File: src/design/tob_pkg.sv
// types and constants of the timed output bank
// no dependencies
`timescale 1ns / 1ps

package tob_pkg;

   localparam int NUM_CHANNELS   = 17;
   localparam int COUNT_WIDTH    = 16;
   localparam int OP_WIDTH       = 2;
   localparam int CHANNEL_WIDTH  = 5;
   localparam int DURATION_WIDTH = 16;
   localparam int OUT_WIDTH      = 17;
   localparam int CH_IDX_WIDTH   = (NUM_CHANNELS > 1) ? $clog2(NUM_CHANNELS) : 1;
   localparam int CH_CMP_WIDTH   = CHANNEL_WIDTH + 1;
   localparam int VEC_WIDTH      = (NUM_CHANNELS > OUT_WIDTH) ? NUM_CHANNELS : OUT_WIDTH;

   typedef enum logic [OP_WIDTH-1:0] {
      OP_PLAIN_SET = 2'd0,
      OP_TIMED_SET = 2'd1,
      OP_GET_LEVEL = 2'd2,
      OP_TICK      = 2'd3
   } op_type;

   typedef struct packed {
      op_type                    operation;
      logic [CHANNEL_WIDTH-1:0]  channel;
      logic                      level;
      logic [DURATION_WIDTH-1:0] duration;
   } req_type;

   typedef struct packed {
      logic [OUT_WIDTH-1:0] pin_levels;
      logic                 read_level;
      logic                 bad_channel;
      logic [OUT_WIDTH-1:0] reverted_mask;
   } rsp_type;

endpackage

File: src/design/timed_output_bank.sv
// timed output bank: levels, return levels and revert countdowns per output
// depends on tob_pkg
`timescale 1ns / 1ps

// Usage
// A request is transferred on a rising edge with start high and busy low.
// req_data carries the operation (plain set, timed set, get level, tick),
// the channel, the level and the duration in half-second ticks.
// busy stays low: a request can be transferred in every cycle.
// Each request gives one response, shown on rsp_data for exactly one cycle
// with rsp_strobe high, after it has passed the request register and then
// the update logic into the response register. Throughput is one request
// per cycle; the state update of one request is done before the next
// request reaches the update logic.
// The receiver cannot hold responses off, so nothing waits or queues.
// Synchronous reset clears all levels and countdowns to zero and drops any
// request in flight; no response follows a request cut off by reset.
// A set or get addressing a channel beyond the bank raises bad_channel and
// leaves the state as it is.

module timed_output_bank (
   input  logic             clock,
   input  logic             reset,
   input  logic             start,
   output logic             busy,
   input  tob_pkg::req_type req_data,
   output logic             rsp_strobe,
   output tob_pkg::rsp_type rsp_data
);

   localparam logic [tob_pkg::CH_CMP_WIDTH-1:0] CH_LIMIT =
      tob_pkg::CH_CMP_WIDTH'(tob_pkg::NUM_CHANNELS);
   localparam logic [tob_pkg::COUNT_WIDTH-1:0] COUNT_ONE = tob_pkg::COUNT_WIDTH'(1);
   localparam logic [tob_pkg::COUNT_WIDTH-1:0] COUNT_ZERO = '0;

   logic                                 req_valid_ff;
   tob_pkg::req_type                     req_ff;
   logic [tob_pkg::NUM_CHANNELS-1:0]     current_level_ff;
   logic [tob_pkg::NUM_CHANNELS-1:0]     current_level_in;
   logic [tob_pkg::NUM_CHANNELS-1:0]     return_level_ff;
   logic [tob_pkg::NUM_CHANNELS-1:0]     return_level_in;
   logic [tob_pkg::COUNT_WIDTH-1:0]      countdown_ff [tob_pkg::NUM_CHANNELS];
   logic [tob_pkg::COUNT_WIDTH-1:0]      countdown_in [tob_pkg::NUM_CHANNELS];
   logic                                 rsp_strobe_ff;
   tob_pkg::rsp_type                     rsp_data_ff;
   tob_pkg::rsp_type                     rsp_data_in;
   logic [tob_pkg::NUM_CHANNELS-1:0]     reverted;
   logic [tob_pkg::VEC_WIDTH-1:0]        pin_wide;
   logic [tob_pkg::VEC_WIDTH-1:0]        reverted_wide;
   logic [tob_pkg::CH_IDX_WIDTH-1:0]     ch_idx;
   logic                                 ch_ok;
   logic                                 read_bit;
   logic                                 bad_bit;

   assign busy = 1'b0;

   // request register
   always_ff @(posedge clock) begin
      if (reset) begin
         req_valid_ff <= 1'b0;
      end else begin
         req_valid_ff <= start && !busy;
      end
      req_ff <= req_data;
   end

   assign ch_idx = req_ff.channel[tob_pkg::CH_IDX_WIDTH-1:0];
   assign ch_ok  = {1'b0, req_ff.channel} < CH_LIMIT;

   always_comb begin
      current_level_in = current_level_ff;
      return_level_in  = return_level_ff;
      countdown_in     = countdown_ff;
      reverted         = '0;
      read_bit         = 1'b0;
      bad_bit          = 1'b0;
      if (req_valid_ff) begin
         if (req_ff.operation == tob_pkg::OP_TICK) begin
            for (int n = 0; n < tob_pkg::NUM_CHANNELS; n++) begin
               if (countdown_ff[n] != COUNT_ZERO) begin
                  countdown_in[n] = countdown_ff[n] - COUNT_ONE;
                  if (countdown_ff[n] == COUNT_ONE) begin
                     current_level_in[n] = return_level_ff[n];
                     reverted[n]         = 1'b1;
                  end
               end
            end
         end else if (!ch_ok) begin
            bad_bit = 1'b1;
         end else begin
            case (req_ff.operation)
               tob_pkg::OP_PLAIN_SET: begin
                  current_level_in[ch_idx] = req_ff.level;
                  return_level_in[ch_idx]  = req_ff.level;
               end
               tob_pkg::OP_TIMED_SET: begin
                  current_level_in[ch_idx] = req_ff.level;
                  countdown_in[ch_idx]     = tob_pkg::COUNT_WIDTH'(req_ff.duration);
               end
               tob_pkg::OP_GET_LEVEL: begin
                  read_bit = current_level_ff[ch_idx];
               end
               default: begin
                  read_bit = 1'b0;
               end
            endcase
         end
      end
   end

   // pad or trim to the response field width
   assign pin_wide      = tob_pkg::VEC_WIDTH'(current_level_in);
   assign reverted_wide = tob_pkg::VEC_WIDTH'(reverted);

   always_comb begin
      rsp_data_in.pin_levels    = pin_wide[tob_pkg::OUT_WIDTH-1:0];
      rsp_data_in.read_level    = read_bit;
      rsp_data_in.bad_channel   = bad_bit;
      rsp_data_in.reverted_mask = reverted_wide[tob_pkg::OUT_WIDTH-1:0];
   end

   // state and response registers
   always_ff @(posedge clock) begin
      if (reset) begin
         current_level_ff <= '0;
         return_level_ff  <= '0;
         for (int n = 0; n < tob_pkg::NUM_CHANNELS; n++) begin
            countdown_ff[n] <= '0;
         end
         rsp_strobe_ff <= 1'b0;
      end else begin
         current_level_ff <= current_level_in;
         return_level_ff  <= return_level_in;
         countdown_ff     <= countdown_in;
         rsp_strobe_ff    <= req_valid_ff;
      end
      if (req_valid_ff) begin
         rsp_data_ff <= rsp_data_in;
      end
   end

   assign rsp_strobe = rsp_strobe_ff;
   assign rsp_data   = rsp_data_ff;

endmodule

File: config.mk
export PLATFORM = sky130hd
export DESIGN_NAME = timed_output_bank
export DESIGN_NICKNAME = d
export VERILOG_FILES = /design/src/design/tob_pkg.sv /design/src/design/timed_output_bank.sv
export SDC_FILE = /design/constraint.sdc
export NUM_CORES = 1
export LEC_CHECK = 0
export ABC_AREA = 1
export BUFFER_PORTS_ARGS = -buffer_cell sky130_fd_sc_hd__buf_4
export CELL_PAD_IN_SITES_DETAIL_PLACEMENT = 1
export CELL_PAD_IN_SITES_GLOBAL_PLACEMENT = 2
export CORE_MARGIN = 1.5
export CORE_UTILIZATION = 31
export DETAILED_ROUTE_END_ITERATION = 6
export GPL_TIMING_DRIVEN = 0
export PLACE_DENSITY_LB_ADDON = 0.1
export SYNTH_ARGS = -nofsm -noshare
export SYNTH_HDL_FRONTEND = slang
export SYNTH_SLANG_ARGS = --single-unit
File: constraint.sdc
create_clock -name clock -period 2.1 [get_ports clock]
set_input_delay 0.42 -clock clock [delete_from_list [all_inputs] [get_ports clock]]
set_output_delay 0.42 -clock clock [all_outputs]
set_load 0.02 [all_outputs]
==> flow_metrics.env <==
export IMPL_run_status="complete, but fails checks"
export IMPL_failed_checks="setup timing"
export IMPL_area_fraction_in_compound_gates_after_synthesis_pct=9.459
export IMPL_p_total_mw=21.55
export IMPL_area_growth_pct=21.49
export IMPL_floorplan_initialDensity_pct=31.28
export IMPL_clk_root_buffer_cell="sky130_fd_sc_hd__clkbuf_16"
export IMPL_detailed_router_s_first_iteration_violation_count=1855
export IMPL_vias_per_cell=5.142
export IMPL_ff_latch_area_um2=7741
export IMPL_final_layout_size_suffix_gt1_share_pct=9.909
export IMPL_slew_limit_headroom_pct=28.48
export IMPL_drt_pre_antenna_iters=5
export IMPL_finalWorstSetupSlack_ps=-60.92
export IMPL_drc_errors=0
export IMPL_synth_area_leaders="sky130_fd_sc_hd__dfxtp_1 27%, sky130_fd_sc_hd__nand2_1 20%, sky130_fd_sc_hd__nor2_1 15%, sky130_fd_sc_hd__inv_1 6.5%, sky130_fd_sc_hd__nand3_1 6.4%"
export IMPL_htreeDepth=2
export IMPL_yosysWarnings=0
export IMPL_synth_xor_xnor_area_share_pct=1.489
export IMPL_synth_adder_area_share_pct=2.481
export IMPL_filler_cells=10525
export IMPL_post_synthesis_cell_type_with_the_largest_combined_area="sky130_fd_sc_hd__dfxtp_1"
export IMPL_buffer_ports_inserted=63
export IMPL_pin_count_of_the_biggest_net_entering_global_routing=28
export IMPL_worstSetupPathType="reg2reg"
export IMPL_core_area_um2=79000
export IMPL_synth_async_reset_ratio_pct=0
export IMPL_maxClockFrequency_mhz=462.8
export IMPL_worst_path_max_fanout=8
export IMPL_crit_reg2reg_capture="rsp_data[18]"
export IMPL_number_of_global_route_vias_before_repair=27650
export IMPL_clock_sink_count=368
export IMPL_floorplan_io_pins=65
export IMPL_endpoint_of_the_worst_hold_timing_path="req_ff[1]"
export IMPL_clock_path_buffers=3
export IMPL_commonest_cells_after_routing_fill_and_taps_aside="1319 x sky130_fd_sc_hd__nand2_1, 937 x sky130_fd_sc_hd__nor2_1, 423 x sky130_fd_sc_hd__inv_1, 325 x sky130_fd_sc_hd__dfxtp_1, 310 x sky130_fd_sc_hd__nand3_1"
export IMPL_fin_tns_setup_ps=-620.2
export IMPL_setup_viol=29
export IMPL_power_density_nw_per_um2=718.0
export IMPL_finish_net_count=4519
export IMPL_first_pass_grt_wire_length_mm=186.1
export IMPL_holdCritStartpoint="req_data[1]"
export IMPL_postSynthCellCount=4253
export IMPL_ys_ff_latch=368
export IMPL_cts_made_buffers=51
export IMPL_rsz0062_at_grt="true"
export IMPL_synth_top_family_by_area="simple AND/OR/NAND/NOR gates"
export IMPL_core_rowCount=103
export IMPL_timing_reg2reg_worst_path_depth=6
export IMPL_min_period_ps=2161
export IMPL_synthMuxAreaShare_pct=0
export IMPL_worst_path_dominant_cell_family="compound AO/OA/AOI/OAI gates"
export IMPL_critical_path_required_ps=2480
export IMPL_critical_path_n_buffers_inverters=0
export IMPL_die_height_um=285.3
export IMPL_power_leakage_nw=15.43
export IMPL_synth_edff_count=36
export IMPL_synth_sequential_area_ratio_pct=31.27
export IMPL_hold_viol_final=0
export IMPL_cp_end_kind="flip-flop"
export IMPL_setup_worst_path_start_class="flip-flop"
export IMPL_ir_worst_vdd_v=0.0005004
export IMPL_vias=28438
export IMPL_dp_final_hpwl_mm=88.24
export IMPL_clkTransAtPathRegs_ps=60
export IMPL_hp_class="in2reg"
export IMPL_slew_violations=0
export IMPL_syn_avg_cell_area_um2=5.810
export IMPL_finalClockSkew_ps=16.56
export IMPL_netlist_area_pre_place_um2=24710
export IMPL_yosys_area_top_type_share_pct=26.90
export IMPL_ys_types=39
export IMPL_cts_tree="built"
export IMPL_grt_overflow=0
export IMPL_dominant_synthesized_flop_cell="sky130_fd_sc_hd__dfxtp_1"
export IMPL_fp_dieArea_um2=81410
export IMPL_max_cap_violations=0
export IMPL_r2r_start="ch_idx[1]"
export IMPL_multiInputGateArea_um2=14780
export IMPL_antenna_found_initial=11
export IMPL_worst_slew_pin_slew_ps=1073
export IMPL_crit_path_top_delay_cell="sky130_fd_sc_hd__dfxtp_2"
export IMPL_clkLatencyLatePin_ps=620
export IMPL_global_route_usage_total_pct=31.03
export IMPL_synth_net_count=4329
export IMPL_antenna_left=0
export IMPL_reg2reg_setup_slack_ps=-60
export IMPL_fin_crit_sh_pct=102.9
export IMPL_fp_dieW_um=285.3
export IMPL_hold_path_cell_count=2
export IMPL_dp_slack_ps=-1888
export IMPL_crit_path_max_incr_delay_ps=470
export IMPL_layout_cells_most_common="sky130_fd_sc_hd__nand2_1"
export IMPL_number_of_antenna_diodes=0
export IMPL_globalplace_congestion=0.9076
export IMPL_cp_arrival_ps=2540
export IMPL_critical_path_cell_chain="nand2_2 > o22ai_1 > o21ai_0 > o21ai_0 > nor2_1 > nor2_1"
export IMPL_yosys_area_share_simple_pct=45.11
export IMPL_wl_per_cell_um=23.30
export IMPL_postRouteWirelength_mm=128.9
## synth_stat cells (8+ instances only)
master,instances
sky130_fd_sc_hd__nand2_2,12
sky130_fd_sc_hd__inv_1,429
sky130_fd_sc_hd__buf_4,18
sky130_fd_sc_hd__ha_1,49
sky130_fd_sc_hd__buf_2,69
sky130_fd_sc_hd__a311oi_1,15
sky130_fd_sc_hd__edfxtp_1,36
sky130_fd_sc_hd__buf_6,8
sky130_fd_sc_hd__xor2_1,39
sky130_fd_sc_hd__o22ai_1,47
sky130_fd_sc_hd__dfxtp_1,332
sky130_fd_sc_hd__a21oi_1,145
sky130_fd_sc_hd__nor2_1,961
sky130_fd_sc_hd__clkbuf_1,66
sky130_fd_sc_hd__nor2_2,10
sky130_fd_sc_hd__o21ai_0,209
sky130_fd_sc_hd__nand4_1,71
sky130_fd_sc_hd__nand3_1,317
sky130_fd_sc_hd__nor3_1,18
sky130_fd_sc_hd__nand2_1,1342
## kinds of logic after synthesis
family / Yosys count
other: 1
adders and majority gates: 49
and+or+nand+nor: 2752
xor gates and xnor gates: 42
buffers and inverters: 609
AOI/OAI and AO/OA: 432
DFF: 368
## power breakdown
group	switching (mW)	internal, mW
clock network	3.76	6.41
registers	0.158	7.28
logic	2.80	1.15
## per-stage QoR
| step | utilization [%] | instances | hold slack [ps] | cell area [um^2] |
|---|---|---|---|---|
| after floorplan | - | 4253 | 429.7 | 24710 |
| after CTS | 37.38 | 5504 | 412.1 | 29530 |
| after detailed placement | 33.58 | 5367 | 463.9 | 26520 |
| final | 38.00 | 5531 | 441.3 | 30020 |
| after global placement | 33.54 | 5366 | 457.5 | 26500 |
| after global routing | 38.00 | 5531 | 432.2 | 30020 |
## repair_timing
action / 4_1_cts / 5_1_grt
gates cloned: 1 / 2
hold buffers: 25 / 0
resized for setup: 211 / 80
setup buffers: 21 / 25
endpoints found under the hold margin: 25 / 0
setup endpoints to repair: 342 / 283
pin swaps: 6 / 9
## registers in the layout, indices dropped and copies added, names as in the netlist
register and flops:
req_valid_ff 1, req_ff 19, return_level_ff 17, countdown_ff 272, rsp_data 36, rsp_strobe 1, current_level_ff 17, ch_idx 5
## worst register-to-register path, delay by kind of cell, from the launching register on
family / cells / cell delay (ps)
AO/OA/AOI/OAI: 3 / 760
flip-flops: 1 / 470
AND/OR/NAND/NOR: 3 / 690
## worst max-delay path by stage
| stage | start | endpoint | slack [ps] | depth (start not counted) |
|---|---|---|---|---|
| 3_3_place_gp | req_ff[23] | countdown_ff[170] | -1950 | 10 |
| 4_1_cts | ch_idx[1] | countdown_ff[89] | -5 | 9 |
| 3_5_place_dp | req_ff[23] | countdown_ff[172] | -1890 | 9 |
| 6_report | ch_idx[1] | rsp_data[18] | -60 | 6 |
| 2_1_floorplan | req_valid_ff | return_level_ff[13] | 260 | 5 |
| 5_1_grt | ch_idx[1] | countdown_ff[89] | -140 | 9 |
## routing by layer
| layer | vias up | wire (um) | global-route usage, % |
|---|---|---|---|
| li1 | 13751 | - | - |
| met4 | 0 | 5419 | 11.23 |
| met1 | 13819 | 59090 | 41.72 |
| met5 | - | 0 | 0 |
| met3 | 185 | 6813 | 4.080 |
| met2 | 683 | 57550 | 50.66 |
## cell type report
| class | instances | share of cell area [%] |
|---|---|---|
| tap | 1050 | 4.376 |
| inverter | 440 | 5.698 |
| clock buffer | 70 | 4.864 |
| multi-input combinational | 3277 | 49.25 |
| clock inverter | 21 | 1.421 |
| timing repair buffer | 137 | 4.022 |
| sequential | 368 | 25.79 |
| buffer | 168 | 4.585 |
No activity file was read; power rests on OpenSTA's default activity.
